<file path="src/hdl/aslp_pkg.sv">
// Shared constants, types and helpers of the adaptive-step LMS predictor.
package aslp_pkg;

  localparam int TAPS   = 3;
  localparam int NCFG_W = 3;
  localparam int JW     = (TAPS > 1) ? $clog2(TAPS) : 1;
  localparam int FW     = $clog2(TAPS + 1);

  // Multiplier datapath: accumulator and multiplicand width, multiplier width
  localparam int AW  = 68;
  localparam int BW  = 28;
  localparam int DIG = 4;

  // Divider: quotient bits and remainder width
  localparam int QW = 17;
  localparam int RW = 42;
  localparam int DW = 41;

  typedef struct packed {
    logic       start;
    logic       load;
    logic [2:0] nd;
  } aslp_mul_ctrl_t;

  // Configuration register indexes
  localparam logic [2:0] CFG_W0   = 3'd0;
  localparam logic [2:0] CFG_W1   = 3'd1;
  localparam logic [2:0] CFG_W2   = 3'd2;
  localparam logic [2:0] CFG_THR  = 3'd3;
  localparam logic [2:0] CFG_RATE = 3'd4;

  // Commands
  localparam logic [1:0] CMD_TRAIN   = 2'd0;
  localparam logic [1:0] CMD_EVAL    = 2'd1;
  localparam logic [1:0] CMD_RESTART = 2'd2;
  localparam logic [1:0] CMD_NOP     = 2'd3;

  localparam logic signed [AW-1:0] W24_HI = AW'(24'sh7FFFFF);
  localparam logic signed [AW-1:0] W24_LO = AW'(24'sh800000);
  localparam logic [39:0]          ENERGY_MAX = 40'hFF_FFFF_FFFF;

  // Clamp a wide signed value to 24 bits signed
  function automatic logic signed [23:0] sat24(input logic signed [AW-1:0] v);
    logic signed [23:0] r;
    if (v > W24_HI) begin
      r = 24'sh7FFFFF;
    end else if (v < W24_LO) begin
      r = 24'sh800000;
    end else begin
      r = v[23:0];
    end
    return r;
  endfunction

endpackage

</file>
<file path="src/hdl/aslp_digit_mul.sv">
// Radix-16 digit-serial signed multiply-accumulate unit.
module aslp_digit_mul (
  input  logic                          clk_i,
  input  logic                          rst_ni,
  input  aslp_pkg::aslp_mul_ctrl_t      ctrl_i,
  input  logic signed [aslp_pkg::AW-1:0] a_i,
  input  logic signed [aslp_pkg::BW-1:0] b_i,
  input  logic signed [aslp_pkg::AW-1:0] init_i,
  output logic                          done_o,
  output logic signed [aslp_pkg::AW-1:0] acc_o
);
  import aslp_pkg::*;

  logic signed [AW-1:0] a_q, a_d;
  logic signed [BW-1:0] b_q, b_d;
  logic signed [AW-1:0] acc_q, acc_d;
  logic [2:0]           cnt_q, cnt_d;
  logic                 done_q, done_d;
  logic signed [4:0]    dig;
  logic signed [AW+4:0] prod;

  // Take one digit of the multiplier per cycle, the top digit signed
  always_comb begin
    dig  = (cnt_q == 3'd1) ? {b_q[DIG-1], b_q[DIG-1:0]} : {1'b0, b_q[DIG-1:0]};
    prod = a_q * dig;
    a_d    = a_q;
    b_d    = b_q;
    acc_d  = acc_q;
    cnt_d  = cnt_q;
    done_d = 1'b0;
    if (ctrl_i.start) begin
      a_d   = a_i;
      b_d   = b_i;
      cnt_d = ctrl_i.nd;
      acc_d = ctrl_i.load ? init_i : acc_q;
    end else if (cnt_q != 3'd0) begin
      acc_d  = acc_q + prod[AW-1:0];
      a_d    = a_q <<< DIG;
      b_d    = b_q >>> DIG;
      cnt_d  = cnt_q - 3'd1;
      done_d = (cnt_q == 3'd1);
    end
  end

  always_ff @(posedge clk_i or negedge rst_ni) begin
    if (!rst_ni) begin
      cnt_q  <= '0;
      done_q <= 1'b0;
    end else begin
      cnt_q  <= cnt_d;
      done_q <= done_d;
    end
  end

  always_ff @(posedge clk_i) begin
    a_q   <= a_d;
    b_q   <= b_d;
    acc_q <= acc_d;
  end

  assign done_o = done_q;
  assign acc_o  = acc_q;

endmodule

</file>
<file path="src/hdl/aslp_divider.sv">
// Restoring divider, one quotient bit per cycle, for the rate reciprocal.
module aslp_divider (
  input  logic                     clk_i,
  input  logic                     rst_ni,
  input  logic                     start_i,
  input  logic [aslp_pkg::RW-1:0]  num_i,
  input  logic [aslp_pkg::DW-1:0]  den_i,
  output logic                     done_o,
  output logic [aslp_pkg::QW-1:0]  quot_o
);
  import aslp_pkg::*;

  localparam int SW = DW + QW - 1;
  localparam int CW = $clog2(QW + 1);

  logic [RW-1:0] r_q, r_d;
  logic [SW-1:0] d_q, d_d;
  logic [QW-1:0] q_q, q_d;
  logic [CW-1:0] cnt_q, cnt_d;
  logic          done_q, done_d;
  logic          ge;

  // Compare, subtract and shift the divisor down one place per cycle
  always_comb begin
    ge     = {{(SW-RW){1'b0}}, r_q} >= d_q;
    r_d    = r_q;
    d_d    = d_q;
    q_d    = q_q;
    cnt_d  = cnt_q;
    done_d = 1'b0;
    if (start_i) begin
      r_d   = num_i;
      d_d   = {den_i, {(QW-1){1'b0}}};
      q_d   = '0;
      cnt_d = CW'(QW);
    end else if (cnt_q != '0) begin
      if (ge) begin
        r_d = r_q - d_q[RW-1:0];
      end
      q_d    = {q_q[QW-2:0], ge};
      d_d    = d_q >> 1;
      cnt_d  = cnt_q - CW'(1);
      done_d = (cnt_q == CW'(1));
    end
  end

  always_ff @(posedge clk_i or negedge rst_ni) begin
    if (!rst_ni) begin
      cnt_q  <= '0;
      done_q <= 1'b0;
    end else begin
      cnt_q  <= cnt_d;
      done_q <= done_d;
    end
  end

  always_ff @(posedge clk_i) begin
    r_q <= r_d;
    d_q <= d_d;
    q_q <= q_d;
  end

  assign done_o = done_q;
  assign quot_o = q_q;

endmodule

</file>
<file path="src/hdl/adaptive_step_lms_predictor_core.sv">
// Top level of the adaptive-step LMS linear predictor.
//
// Input channel (in_valid_i/in_ready_o) takes one word: command, start-of-pass
// flag and a Q3.12 sample. Output channel (out_valid_o/out_ready_i) returns
// one word per input word: prediction_valid, prediction (Q7.16) and half the
// squared error (Q8.24). The configuration port writes start weights,
// threshold and rate by index with no wait.
// One word is processed at a time. All products run through one radix-16
// digit-serial multiplier and the new rate comes from a one-bit-per-cycle
// divider. in_ready_o is high while idle, also while a finished word still
// waits on the output register.
// Reset clears the window, fill count and energy sum, loads the register
// reset values into weights, threshold and rate, and empties the output.
// While the receiver stalls the output word holds and the next input word
// is taken and processed; its result waits until the output register frees.
module adaptive_step_lms_predictor_core (
  input  logic               clk_i,
  input  logic               rst_ni,
  input  logic               cfg_we_i,
  input  logic [2:0]         cfg_index_i,
  input  logic [23:0]        cfg_data_i,
  input  logic               in_valid_i,
  output logic               in_ready_o,
  input  logic [1:0]         command_i,
  input  logic               start_of_pass_i,
  input  logic signed [15:0] sample_i,
  output logic               out_valid_o,
  input  logic               out_ready_i,
  output logic               prediction_valid_o,
  output logic signed [23:0] prediction_o,
  output logic [31:0]        half_square_error_o
);
  import aslp_pkg::*;

  typedef enum logic [7:0] {
    S_IDLE = 8'b0000_0001,
    S_DOT  = 8'b0000_0010,
    S_SQR  = 8'b0000_0100,
    S_ENG  = 8'b0000_1000,
    S_RERR = 8'b0001_0000,
    S_WUPD = 8'b0010_0000,
    S_DIV  = 8'b0100_0000,
    S_OUT  = 8'b1000_0000
  } aslp_state_e;

  localparam logic signed [AW-1:0] RND9  = AW'(256);
  localparam logic signed [AW-1:0] RND12 = AW'(2048);
  localparam logic signed [AW-1:0] RND16 = AW'(32768);
  localparam logic signed [AW-1:0] RND28 = AW'(134217728);

  aslp_state_e state_q, state_d;
  logic        go_q, go_d;
  logic [JW-1:0] j_q, j_d;

  logic signed [23:0] cfg_w_q [NCFG_W];
  logic signed [23:0] cfg_thr_q;
  logic [15:0]        cfg_rate_q;

  logic signed [15:0] win_q [TAPS];
  logic signed [15:0] win_d [TAPS];
  logic signed [23:0] w_q   [TAPS];
  logic signed [23:0] w_d   [TAPS];
  logic [FW-1:0]      fill_q, fill_d;
  logic signed [23:0] thr_q, thr_d;
  logic [15:0]        rate_q, rate_d;
  logic [39:0]        energy_q, energy_d;

  logic [1:0]         cmd_q, cmd_d;
  logic signed [15:0] x_q, x_d;
  logic signed [25:0] err_q, err_d;
  logic signed [41:0] re_q, re_d;

  logic               res_pv_q, res_pv_d;
  logic signed [23:0] res_y_q, res_y_d;
  logic [31:0]        res_sq_q, res_sq_d;

  logic               out_valid_q, out_valid_d;
  logic               out_pv_q, out_pv_d;
  logic signed [23:0] out_y_q, out_y_d;
  logic [31:0]        out_sq_q, out_sq_d;

  aslp_mul_ctrl_t       mul_ctrl;
  logic signed [AW-1:0] mul_a, mul_init, mul_acc;
  logic signed [BW-1:0] mul_b;
  logic                 mul_done;

  logic            div_start, div_done;
  logic [DW-1:0]   div_den;
  logic [RW-1:0]   div_num;
  logic [QW-1:0]   div_quot;

  logic signed [25:0] mag_s;
  logic [24:0]        mag;

  // Shared units
  aslp_digit_mul u_mul (
    .clk_i  (clk_i),
    .rst_ni (rst_ni),
    .ctrl_i (mul_ctrl),
    .a_i    (mul_a),
    .b_i    (mul_b),
    .init_i (mul_init),
    .done_o (mul_done),
    .acc_o  (mul_acc)
  );

  aslp_divider u_div (
    .clk_i   (clk_i),
    .rst_ni  (rst_ni),
    .start_i (div_start),
    .num_i   (div_num),
    .den_i   (div_den),
    .done_o  (div_done),
    .quot_o  (div_quot)
  );

  // Form divider operands from the energy sum
  assign div_den = {1'b0, energy_q} + (DW'(1) << 24);
  assign div_num = (RW'(1) << 40) + {2'b00, div_den[DW-1:1]};

  // Pick multiplier operands for the current step
  always_comb begin
    mag_s = err_q[25] ? -err_q : err_q;
    mag   = mag_s[24:0];
    mul_ctrl.start = go_q && (state_q != S_DIV) && (state_q != S_IDLE)
                     && (state_q != S_OUT);
    mul_ctrl.load  = 1'b1;
    mul_ctrl.nd    = 3'd4;
    mul_a    = '0;
    mul_b    = '0;
    mul_init = '0;
    unique case (state_q)
      S_DOT: begin
        mul_a = AW'(w_q[j_q]);
        mul_b = BW'(win_q[j_q]);
        mul_ctrl.load = (j_q == '0);
        mul_init = -($signed({{(AW-24){thr_q[23]}}, thr_q}) <<< 12);
      end
      S_SQR: begin
        mul_a = AW'($signed({1'b0, mag}));
        mul_b = BW'($signed({1'b0, mag}));
        mul_ctrl.nd = 3'd7;
      end
      S_ENG: begin
        mul_a = AW'(win_q[j_q]);
        mul_b = BW'(win_q[j_q]);
      end
      S_RERR: begin
        mul_a = AW'(err_q);
        mul_b = BW'($signed({1'b0, rate_q}));
        mul_ctrl.nd = 3'd5;
      end
      S_WUPD: begin
        mul_a = AW'(re_q);
        mul_b = BW'(win_q[j_q]);
      end
      S_IDLE, S_DIV, S_OUT: begin
      end
      default: begin
      end
    endcase
  end

  assign div_start = go_q && (state_q == S_DIV);

  // Sequence one word
  always_comb begin
    logic               shift_c;
    logic signed [AW-1:0] t;
    logic signed [AW-1:0] tsh;
    logic signed [23:0] y_c;
    logic [40:0]        esum;
    logic [FW-1:0]      fill_e;

    shift_c     = 1'b0;
    t           = '0;
    tsh         = '0;
    y_c         = '0;
    esum        = '0;
    fill_e      = fill_q;
    state_d     = state_q;
    go_d        = 1'b0;
    j_d         = j_q;
    win_d       = win_q;
    w_d         = w_q;
    fill_d      = fill_q;
    thr_d       = thr_q;
    rate_d      = rate_q;
    energy_d    = energy_q;
    cmd_d       = cmd_q;
    x_d         = x_q;
    err_d       = err_q;
    re_d        = re_q;
    res_pv_d    = res_pv_q;
    res_y_d     = res_y_q;
    res_sq_d    = res_sq_q;
    out_valid_d = out_valid_q && !out_ready_i;
    out_pv_d    = out_pv_q;
    out_y_d     = out_y_q;
    out_sq_d    = out_sq_q;

    unique case (state_q)
      S_IDLE: begin
        if (in_valid_i) begin
          cmd_d    = command_i;
          x_d      = sample_i;
          res_pv_d = 1'b0;
          res_y_d  = '0;
          res_sq_d = '0;
          state_d  = S_OUT;
          if (start_of_pass_i) begin
            for (int k = 0; k < TAPS; k++) begin
              win_d[k] = '0;
            end
            fill_e   = '0;
            fill_d   = '0;
            energy_d = '0;
          end
          unique case (command_i)
            CMD_RESTART: begin
              for (int k = 0; k < TAPS; k++) begin
                w_d[k] = '0;
                if (k < NCFG_W) begin
                  w_d[k] = cfg_w_q[k];
                end
              end
              thr_d  = cfg_thr_q;
              rate_d = cfg_rate_q;
            end
            CMD_TRAIN, CMD_EVAL: begin
              if (fill_e < FW'(TAPS)) begin
                for (int k = 0; k + 1 < TAPS; k++) begin
                  win_d[k] = win_d[k+1];
                end
                win_d[TAPS-1] = sample_i;
                fill_d = fill_e + FW'(1);
              end else begin
                state_d = S_DOT;
                go_d    = 1'b1;
                j_d     = '0;
              end
            end
            CMD_NOP: begin
            end
            default: begin
            end
          endcase
        end
      end
      S_DOT: begin
        if (mul_done) begin
          if (j_q != JW'(TAPS - 1)) begin
            j_d  = j_q + JW'(1);
            go_d = 1'b1;
          end else begin
            t   = mul_acc + RND12;
            y_c = sat24(t >>> 12);
            err_d = $signed({{2{y_c[23]}}, y_c}) - $signed({{6{x_q[15]}}, x_q, 4'b0000});
            res_y_d  = y_c;
            res_pv_d = 1'b1;
            state_d  = S_SQR;
            go_d     = 1'b1;
          end
        end
      end
      S_SQR: begin
        if (mul_done) begin
          t   = mul_acc + RND9;
          tsh = t >>> 9;
          res_sq_d = (|tsh[AW-1:32]) ? 32'hFFFF_FFFF : tsh[31:0];
          if (cmd_q == CMD_TRAIN) begin
            state_d = S_ENG;
            j_d     = '0;
            go_d    = 1'b1;
          end else begin
            shift_c = 1'b1;
            state_d = S_OUT;
          end
        end
      end
      S_ENG: begin
        if (mul_done) begin
          esum = {1'b0, energy_q} + {1'b0, mul_acc[39:0]};
          energy_d = esum[40] ? ENERGY_MAX : esum[39:0];
          go_d = 1'b1;
          if (j_q != JW'(TAPS - 1)) begin
            j_d = j_q + JW'(1);
          end else begin
            state_d = S_RERR;
          end
        end
      end
      S_RERR: begin
        if (mul_done) begin
          re_d  = mul_acc[41:0];
          t     = mul_acc + RND16;
          thr_d = sat24($signed({{(AW-24){thr_q[23]}}, thr_q}) + (t >>> 16));
          state_d = S_WUPD;
          j_d     = '0;
          go_d    = 1'b1;
        end
      end
      S_WUPD: begin
        if (mul_done) begin
          t = mul_acc + RND28;
          w_d[j_q] = sat24($signed({{(AW-24){w_q[j_q][23]}}, w_q[j_q]}) - (t >>> 28));
          go_d = 1'b1;
          if (j_q != JW'(TAPS - 1)) begin
            j_d = j_q + JW'(1);
          end else begin
            state_d = S_DIV;
          end
        end
      end
      S_DIV: begin
        if (div_done) begin
          rate_d  = div_quot[QW-1] ? 16'hFFFF : div_quot[15:0];
          shift_c = 1'b1;
          state_d = S_OUT;
        end
      end
      S_OUT: begin
        if (!out_valid_q || out_ready_i) begin
          out_valid_d = 1'b1;
          out_pv_d    = res_pv_q;
          out_y_d     = res_y_q;
          out_sq_d    = res_sq_q;
          state_d     = S_IDLE;
        end
      end
      default: begin
        state_d = S_IDLE;
      end
    endcase

    // Advance the window after a full prediction
    if (shift_c) begin
      for (int k = 0; k + 1 < TAPS; k++) begin
        win_d[k] = win_q[k+1];
      end
      win_d[TAPS-1] = x_q;
    end
  end

  // Control and state registers
  always_ff @(posedge clk_i or negedge rst_ni) begin
    if (!rst_ni) begin
      state_q     <= S_IDLE;
      go_q        <= 1'b0;
      out_valid_q <= 1'b0;
      fill_q      <= '0;
      energy_q    <= '0;
      thr_q       <= 24'sd32768;
      rate_q      <= 16'd6554;
      cfg_thr_q   <= 24'sd32768;
      cfg_rate_q  <= 16'd6554;
      for (int k = 0; k < TAPS; k++) begin
        win_q[k] <= '0;
        w_q[k]   <= (k < NCFG_W) ? 24'sd32768 : 24'sd0;
      end
      for (int k = 0; k < NCFG_W; k++) begin
        cfg_w_q[k] <= 24'sd32768;
      end
    end else begin
      state_q     <= state_d;
      go_q        <= go_d;
      out_valid_q <= out_valid_d;
      fill_q      <= fill_d;
      energy_q    <= energy_d;
      thr_q       <= thr_d;
      rate_q      <= rate_d;
      win_q       <= win_d;
      w_q         <= w_d;
      // Write configuration registers; drop unknown indexes
      if (cfg_we_i) begin
        unique case (cfg_index_i)
          CFG_W0:   cfg_w_q[0] <= cfg_data_i;
          CFG_W1:   cfg_w_q[1] <= cfg_data_i;
          CFG_W2:   cfg_w_q[2] <= cfg_data_i;
          CFG_THR:  cfg_thr_q  <= cfg_data_i;
          CFG_RATE: cfg_rate_q <= cfg_data_i[15:0];
          default: begin
          end
        endcase
      end
    end
  end

  // Payload registers
  always_ff @(posedge clk_i) begin
    j_q      <= j_d;
    cmd_q    <= cmd_d;
    x_q      <= x_d;
    err_q    <= err_d;
    re_q     <= re_d;
    res_pv_q <= res_pv_d;
    res_y_q  <= res_y_d;
    res_sq_q <= res_sq_d;
    out_pv_q <= out_pv_d;
    out_y_q  <= out_y_d;
    out_sq_q <= out_sq_d;
  end

  assign in_ready_o          = (state_q == S_IDLE);
  assign out_valid_o         = out_valid_q;
  assign prediction_valid_o  = out_pv_q;
  assign prediction_o        = out_y_q;
  assign half_square_error_o = out_sq_q;

endmodule

</file>
<file path="config.mk">
export PLATFORM = sky130hd
export DESIGN_NAME = adaptive_step_lms_predictor_core
export DESIGN_NICKNAME = d
export VERILOG_FILES = /design/src/hdl/aslp_pkg.sv /design/src/hdl/aslp_digit_mul.sv /design/src/hdl/aslp_divider.sv /design/src/hdl/adaptive_step_lms_predictor_core.sv
export SDC_FILE = /design/constraint.sdc
export NUM_CORES = 2
export LEC_CHECK = 0
export BUFFER_PORTS_ARGS = -buffer_cell sky130_fd_sc_hd__buf_2
export CORE_MARGIN = 2
export CORE_UTILIZATION = 45
export CTS_CLUSTER_DIAMETER = 40
export CTS_CLUSTER_SIZE = 20
export DETAILED_ROUTE_END_ITERATION = 10
export GPL_TIMING_DRIVEN = 0
export RECOVER_POWER = 100
export SYNTH_ARGS = -nofsm -noshare
export SYNTH_HDL_FRONTEND = slang
export SYNTH_SLANG_ARGS = --single-unit
export TNS_END_PERCENT = 1
</file>
<file path="constraint.sdc">
create_clock -name clk_i -period 9.3 [get_ports clk_i]
set_input_delay 0.465 -clock clk_i [delete_from_list [all_inputs] [get_ports clk_i]]
set_output_delay 0.465 -clock clk_i [all_outputs]
set_load 0.1 [all_outputs]
</file>
Yosys cells after proc, flatten, opt, wreduce, memory -nomap -nowiden
Cells that the tools add are included.

storage, ports and cells
  register bits = 815
  bits of input ports = 51
  logic and storage cells = 287

cells by class
  add/sub/neg operators = 18
  $mul = 1
  order comparisons = 10
  equality and inequality tests = 39
  mux-type cells = 125
  bitwise operators = 2
  reductions and logical operators = 51

operators with widths
  cell                                                               number
  24-bit 2-to-1 mux                                                  20
  68-bit 2-to-1 mux                                                  6
  68-bit one-hot mux with 5 select lines                             1
  48-bit 2-to-1 mux                                                  6
  72-bit 2-to-1 mux                                                  3
  40-bit 2-to-1 mux                                                  4
  72-bit one-hot mux with 2 select lines                             1
  42-bit 2-to-1 mux                                                  3
  57-bit 2-to-1 mux                                                  2
  8-bit 2-to-1 mux                                                   14
  16-bit 2-to-1 mux                                                  6
  32-bit 2-to-1 mux                                                  3
  24-bit one-hot mux with 2 select lines                             2
  28-bit one-hot mux with 3 select lines                             1
  40-bit one-hot mux with 2 select lines                             1
  72-bit bitwise mux                                                 1
  68-bit by 10-bit adder with 68-bit output (second input constant)  1
  68-bit by 13-bit adder with 68-bit output (second input constant)  1
  68-bit by 17-bit adder with 68-bit output (second input constant)  1
  68-bit by 29-bit adder with 68-bit output (second input constant)  1
  68-bit adder                                                       1
  68-bit by 5-bit multiplier with 68-bit output                      1
  36-bit negation with 68-bit output                                 1
  32-bit one-hot mux with 2 select lines                             1
  other kinds (76)                                                   164

Longest topological paths before layout
  depth in word-level cells = 13
  gate-level depth with buffers = 32

Hierarchy
From an unflattened synthesis, not the netlist that was laid out.

unflattened totals
  cells, all modules = 6946
  area, all modules = 63873.8 sq um

by module, submodules not included
  module                            instances  cells an instance  area each (sq um)  sequential area each (sq um)
  adaptive_step_lms_predictor_core  1          3980               35895.7            14172.3
  aslp_digit_mul                    1          2106               20449.6            5024.8
  aslp_divider                      1          860                7528.5             3303.2

Worst setup path before layout
No wires, ideal clock.

  kind = register -> register
  start point = reg u_mul.cnt_q[1]
  end point = reg u_mul.acc_q[63], in the netlist u_mul.acc_o[63] (data pin)
  library setup time = 0.267 ns
  data arrival time = 6.201 ns
  required time = 9.033 ns
  path slack = 2.832 ns
  cell stages (with the launch flop) = 25
  clock period less this slack = 6.468 ns
  cells stage by stage = dfrtp_1 > inv_1 > ha_1 > nand3b_1 > clkbuf_1 > or2_2 > fa_1 > fa_1 > fa_1 > inv_1 > fa_1 > ha_1 > nor2b_1 > o31a_1 > o31ai_1 > a21boi_0 > o211a_1 > or3_1 > a221o_1 > a31oi_1 > o21a_1 > o31ai_1 > a31oi_1 > xor2_1 > o21ai_1

on the way
  cells in the longest elaborated chain, start to end = 6

RTL lines
  item                                           line                  text
  from (decl)                                    aslp_digit_mul.sv:17  logic [2:0] cnt_q, cnt_d;
  from (signal assigned)                         aslp_digit_mul.sv:50  cnt_q <= cnt_d;
  3-bit by 1-bit == test with 1-bit output       aslp_digit_mul.sv:24  dig = (cnt_q == 3'd1) ? {b_q[DIG-1], b_q[DIG-1:0]} : {1'b0, b_q[DIG-1:0]};
  5-bit 2-to-1 mux                               aslp_digit_mul.sv:24
  68-bit by 5-bit multiplier with 68-bit output  aslp_digit_mul.sv:25  prod = a_q * dig;
  68-bit adder                                   aslp_digit_mul.sv:37  acc_d = acc_q + prod[AW-1:0];
  68-bit 2-to-1 mux                              aslp_digit_mul.sv:36  end else if (cnt_q != 3'd0) begin
  68-bit 2-to-1 mux                              aslp_digit_mul.sv:31  if (ctrl_i.start) begin
  named net u_mul.acc_d[63]                      aslp_digit_mul.sv:16  logic signed [AW-1:0] acc_q, acc_d;
  to (signal assigned)                           aslp_digit_mul.sv:58  acc_q <= acc_d;
  to (decl)                                      aslp_digit_mul.sv:16

The timed path passes the listed nets, and every way through them passes these cells. The select of a mux whose other input is x is not followed.
A chain may end at the register's enable or synchronous reset.

Final worst setup path
  start point = reg u_mul.acc_q[27], in the netlist u_mul.acc_o[27]
  end point = reg err_q[24] (data pin)

on the way
  cells in the longest elaborated chain, start to end = 8

RTL lines
  item                                                     line                                     text
  68-bit by 13-bit adder with 68-bit output *              adaptive_step_lms_predictor_core.sv:256  t = mul_acc + RND12;
  56-bit by 24-bit less-than comparator with 1-bit output  aslp_pkg.sv:47                           end else if (v < W24_LO) begin
  24-bit 2-to-1 mux                                        aslp_pkg.sv:47
  24-bit 2-to-1 mux *                                      aslp_pkg.sv:45                           if (v > W24_HI) begin
  24-bit 2-to-1 mux *                                      adaptive_step_lms_predictor_core.sv:252  if (j_q != JW'(TAPS - 1)) begin
  24-bit 2-to-1 mux *                                      adaptive_step_lms_predictor_core.sv:251  if (mul_done) begin
  24-bit 2-to-1 mux *                                      adaptive_step_lms_predictor_core.sv:202  unique case (state_q)
  24-bit by 20-bit subtractor with 25-bit output *         adaptive_step_lms_predictor_core.sv:258  err_d = $signed({{2{y_c[23]}}, y_c}) - $signed({{6{x_q[15]}}, x_q, 4'b0000});
  to (signal assigned)                                     adaptive_step_lms_predictor_core.sv:394  err_q <= err_d;
  to (decl)                                                adaptive_step_lms_predictor_core.sv:70   logic signed [25:0] err_q, err_d;

Mark *: on every way between the ends. The rest lies on a longest branch, timed or not. The select of a mux whose other input is x is not followed.

==> results.txt <==
H-tree Lvls - 4
#FFs+latches synth - 814
run status - finished, violations left
DP Wirelength - 180,300 um
Core Box Area - 137,000 um2
clock insertion delay at the later pin of the skew report - 0.81 ns
sequential area share after synthesis - 36.31%
Layout Utilization - 51.10%
Final ANT Viol Nets - 0
CP max FO - 10
DR DRC count - 0
GRT Total Usage - 32.64%
count of flip-flops with a built-in enable after synthesis - 447
clock skew - 0.06506 ns
Hold Path End - cfg_w_q[54]
Worst setup SP type - register
Reg area - 22,470 um2
Die Area - 140,500 um2
average wire per standard cell - 25.93 um
Post-Syn Instances - 6,685
setup slack after layout - 0.3061 ns
r2r startpoint - u_mul.acc_o[27]
Root Driver - clkbuf_16
Async SR Flop Fraction - 41.03%
Top delay family on crit path - simple AND/OR/NAND/NOR gates
Placed Cells incl. Taps - 8,601
FILL cells - 12,852
syn_nets - 7,345
Area after DPL - 65,020 um2
HP Start - cfg_data_i[6]
FMAX - 0.1112 GHz
main flop type after synthesis - edfxtp_1
crit end category - register
failing checks - max-capacitance violations, max-slew violations
Arr. time, crit path - 9.57 ns
R2R Setup Slk - 0.31 ns
starting density of the core - 45.18%
Slew @ Worst Pin - 6.562 ns
final instance area - 69,990 um2
endpoints failing hold - 0
fin crit share - 96.71%
largest net degree at the start of global routing - 112
clock sinks - 814
multi-input combinational cell area - 36,510 um2
Synth-to-Final Area Change - 13.09%
Detailed Route Iter0 Violations - 5,639
Initial DRT Pass Iterations - 5
Hold Crit Depth - 2
# rows - 136
first-pass GRT wire length - 342,300 um
die width - 374.9 um
CTS Buf Count - 143
Req. time, crit path - 9.87 ns
layout cell share with drive strength beyond 1 - 7.477%
Synth Area per Inst - 9.258 um2
R2R Path End - err_q[24]
post-DR vias/cell - 6.032
Finish-stage setup viols - 0
Slew Viols, Final - 532
Max stage delay on crit path - 0.85 ns
Nets - 7,640
Die Y-Extent - 374.9 um
drt total wl - 230,800 um
clk buf depth - 3
CTS tree - yes
initial antenna violation count - 11
Max Cap Viol - 15
fin crit period - 8.994 ns
DR vias - 53,690
clk slew on worst S/H paths - 0.06 ns
Synth cell types - 96
WS Path Type - reg2reg
post-CTS setup buffer count - 0
Hold Path Class - in2reg
GRT overflow - 0
vias in the first global route - 52,010
Worst Path Buf+Inv - 3
Post-Place Worst Slack - -0.1354 ns
max_slew headroom - -337.5%
slowest stage cell, crit path - edfxtp_1
routability-driven placement congestion ratio - 0.9866
CP most frequent cell - a21oi_1
final non-filler cell total - 8,901
Port-buffer cells - 108
worst r2r path cells - 28
Cell Area, Synth - 61,890 um2
Synth Warn # - 0
RSZ-0062 raised after global routing - no
IO Count - 110
## per-stage QoR
stage                     hold slack (ns)  TNS [ns]
after floorplan                    0.1694         0
after global placement             0.4027    -16.67
after detailed placement           0.2973   -0.1478
after CTS                        0.001046         0
after global routing              0.01859         0
final                             0.04487         0
## cell families (layout without fill, tap and decap cells)
logic type / after synthesis / after routing / synth area share (%)
multiplexers: 164 / 164 / 2.889
AND/OR/NAND/NOR: 2191 / 2191 / 16.96
AO/OA/AOI/OAI: 1708 / 1708 / 17.36
other: 0 / 5 / 0
flip-flops: 814 / 814 / 36.31
adder cells (fa/ha/maj): 609 / 609 / 15.50
XOR/XNOR: 441 / 441 / 6.241
buffers and inverters: 758 / 1175 / 4.741
## worst reg2reg max path: cells and delay by family (launching register included)
kind / cells / cell delay, ns
compound gates: 12 / 2.89
xor+xnor: 1 / 0.18
flops: 1 / 0.85
buf+inv: 3 / 0.79
simple gates: 9 / 3.17
fa+ha+maj: 3 / 0.92
## repair_timing
item                                   4_1_cts  5_1_grt
hold buffers                                27        0
setup endpoints to repair                    2        3
gates cloned                                 0        0
endpoints found under the hold margin      269        0
gates resized for setup                      2        2
## layout by cell type (no fill, tap or decap), types with 146 or more instances in the layout
| cell | Yosys | final |
|---|---|---|
| fa_1 | 263 | 263 |
| a21o_1 | 184 | 184 |
| nand2_1 | 775 | 775 |
| a22oi_1 | 149 | 149 |
| inv_1 | 423 | 423 |
| dfrtp_1 | 311 | 310 |
| edfxtp_1 | 447 | 447 |
| xnor2_1 | 256 | 256 |
| xor2_1 | 185 | 184 |
| clkbuf_16 | 0 | 146 |
| and2_1 | 239 | 220 |
| ha_1 | 346 | 346 |
| nor2_1 | 464 | 465 |
| clkbuf_1 | 270 | 396 |
| o21ai_0 | 492 | 520 |
| a21oi_1 | 385 | 386 |
## final cells by class
cell class	instances	area share [%]
timing repair buffer	150	1.173
clock buffer	168	5.395
sequential	814	32.11
buffer	334	1.904
tap	1794	3.207
multi-input combinational	5113	52.16
clock inverter	99	1.761
inverter	424	2.274
antenna	5	0.01788
## cells in the mapped netlist, drive strengths merged, types with 42 or more instances
library cell | instances | share of area [%]
nor2 | 465 | 2.8
and2 | 239 | 2.4
o21a | 42 | 0.51
ha | 346 | 7.0
xor2 | 185 | 2.6
nand4 | 96 | 0.98
or2 | 52 | 0.53
xnor2 | 256 | 3.6
buf | 64 | 0.53
edfxtp | 447 | 22
a22oi | 149 | 1.8
a21o | 184 | 2.2
or3 | 44 | 0.45
nor3 | 122 | 0.99
nand2 | 776 | 4.7
and3 | 55 | 0.56
mux2i | 47 | 0.76
dfrtp | 311 | 13
o21bai | 57 | 0.69
nand2b | 45 | 0.45
a21oi | 389 | 3.2
nand3 | 137 | 1.1
a31oi | 47 | 0.48
clkbuf | 270 | 1.6
o21ai | 527 | 4.3
mux2 | 117 | 2.1
inv | 423 | 2.6
fa | 263 | 8.5
## layer usage
metal  wire length [um]  track usage, %
met5                 12               0
met4              11950           15.55
met3              16730           5.118
met2             103100           50.42
met1              98980           44.86
## flip-flops by register name, summed over array words and instances, names as in the netlist, 17 cells and up
name / count
cfg_w_q: 72
u_div.quot_o: 17
u_div.r_q: 42
res_sq_q: 32
half_square_error_o: 32
cfg_thr_q: 24
u_mul.a_q: 68
u_mul.b_q: 27
w_q: 72
u_mul.acc_o: 68
res_y_q: 24
err_q: 25
energy_q: 40
thr_q: 24
u_div.d_q: 57
prediction_o: 24
win_q: 48
re_q: 42
## worst max-delay path by stage
| stage | from | endpoint | slack (ns) | depth (start not counted) |
|---|---|---|---|---|
| 5_1_grt | u_mul.acc_o[35] | err_q[23] | 0.04 | 26 |
| 3_5_place_dp | u_mul.acc_o[34] | err_q[24] | -0.14 | 29 |
| 6_report | u_mul.acc_o[27] | err_q[24] | 0.31 | 28 |
| 2_1_floorplan | u_mul.cnt_q[1] | u_mul.acc_o[63] | 2.83 | 24 |
| 4_1_cts | u_mul.acc_o[36] | err_q[24] | 0.13 | 29 |
| 3_3_place_gp | state_q[4] | u_mul.acc_o[52] | -0.25 | 11 |
Power is not shown: default switching activity piles up to over one toggle a cycle in this logic, so the estimate is an artifact.
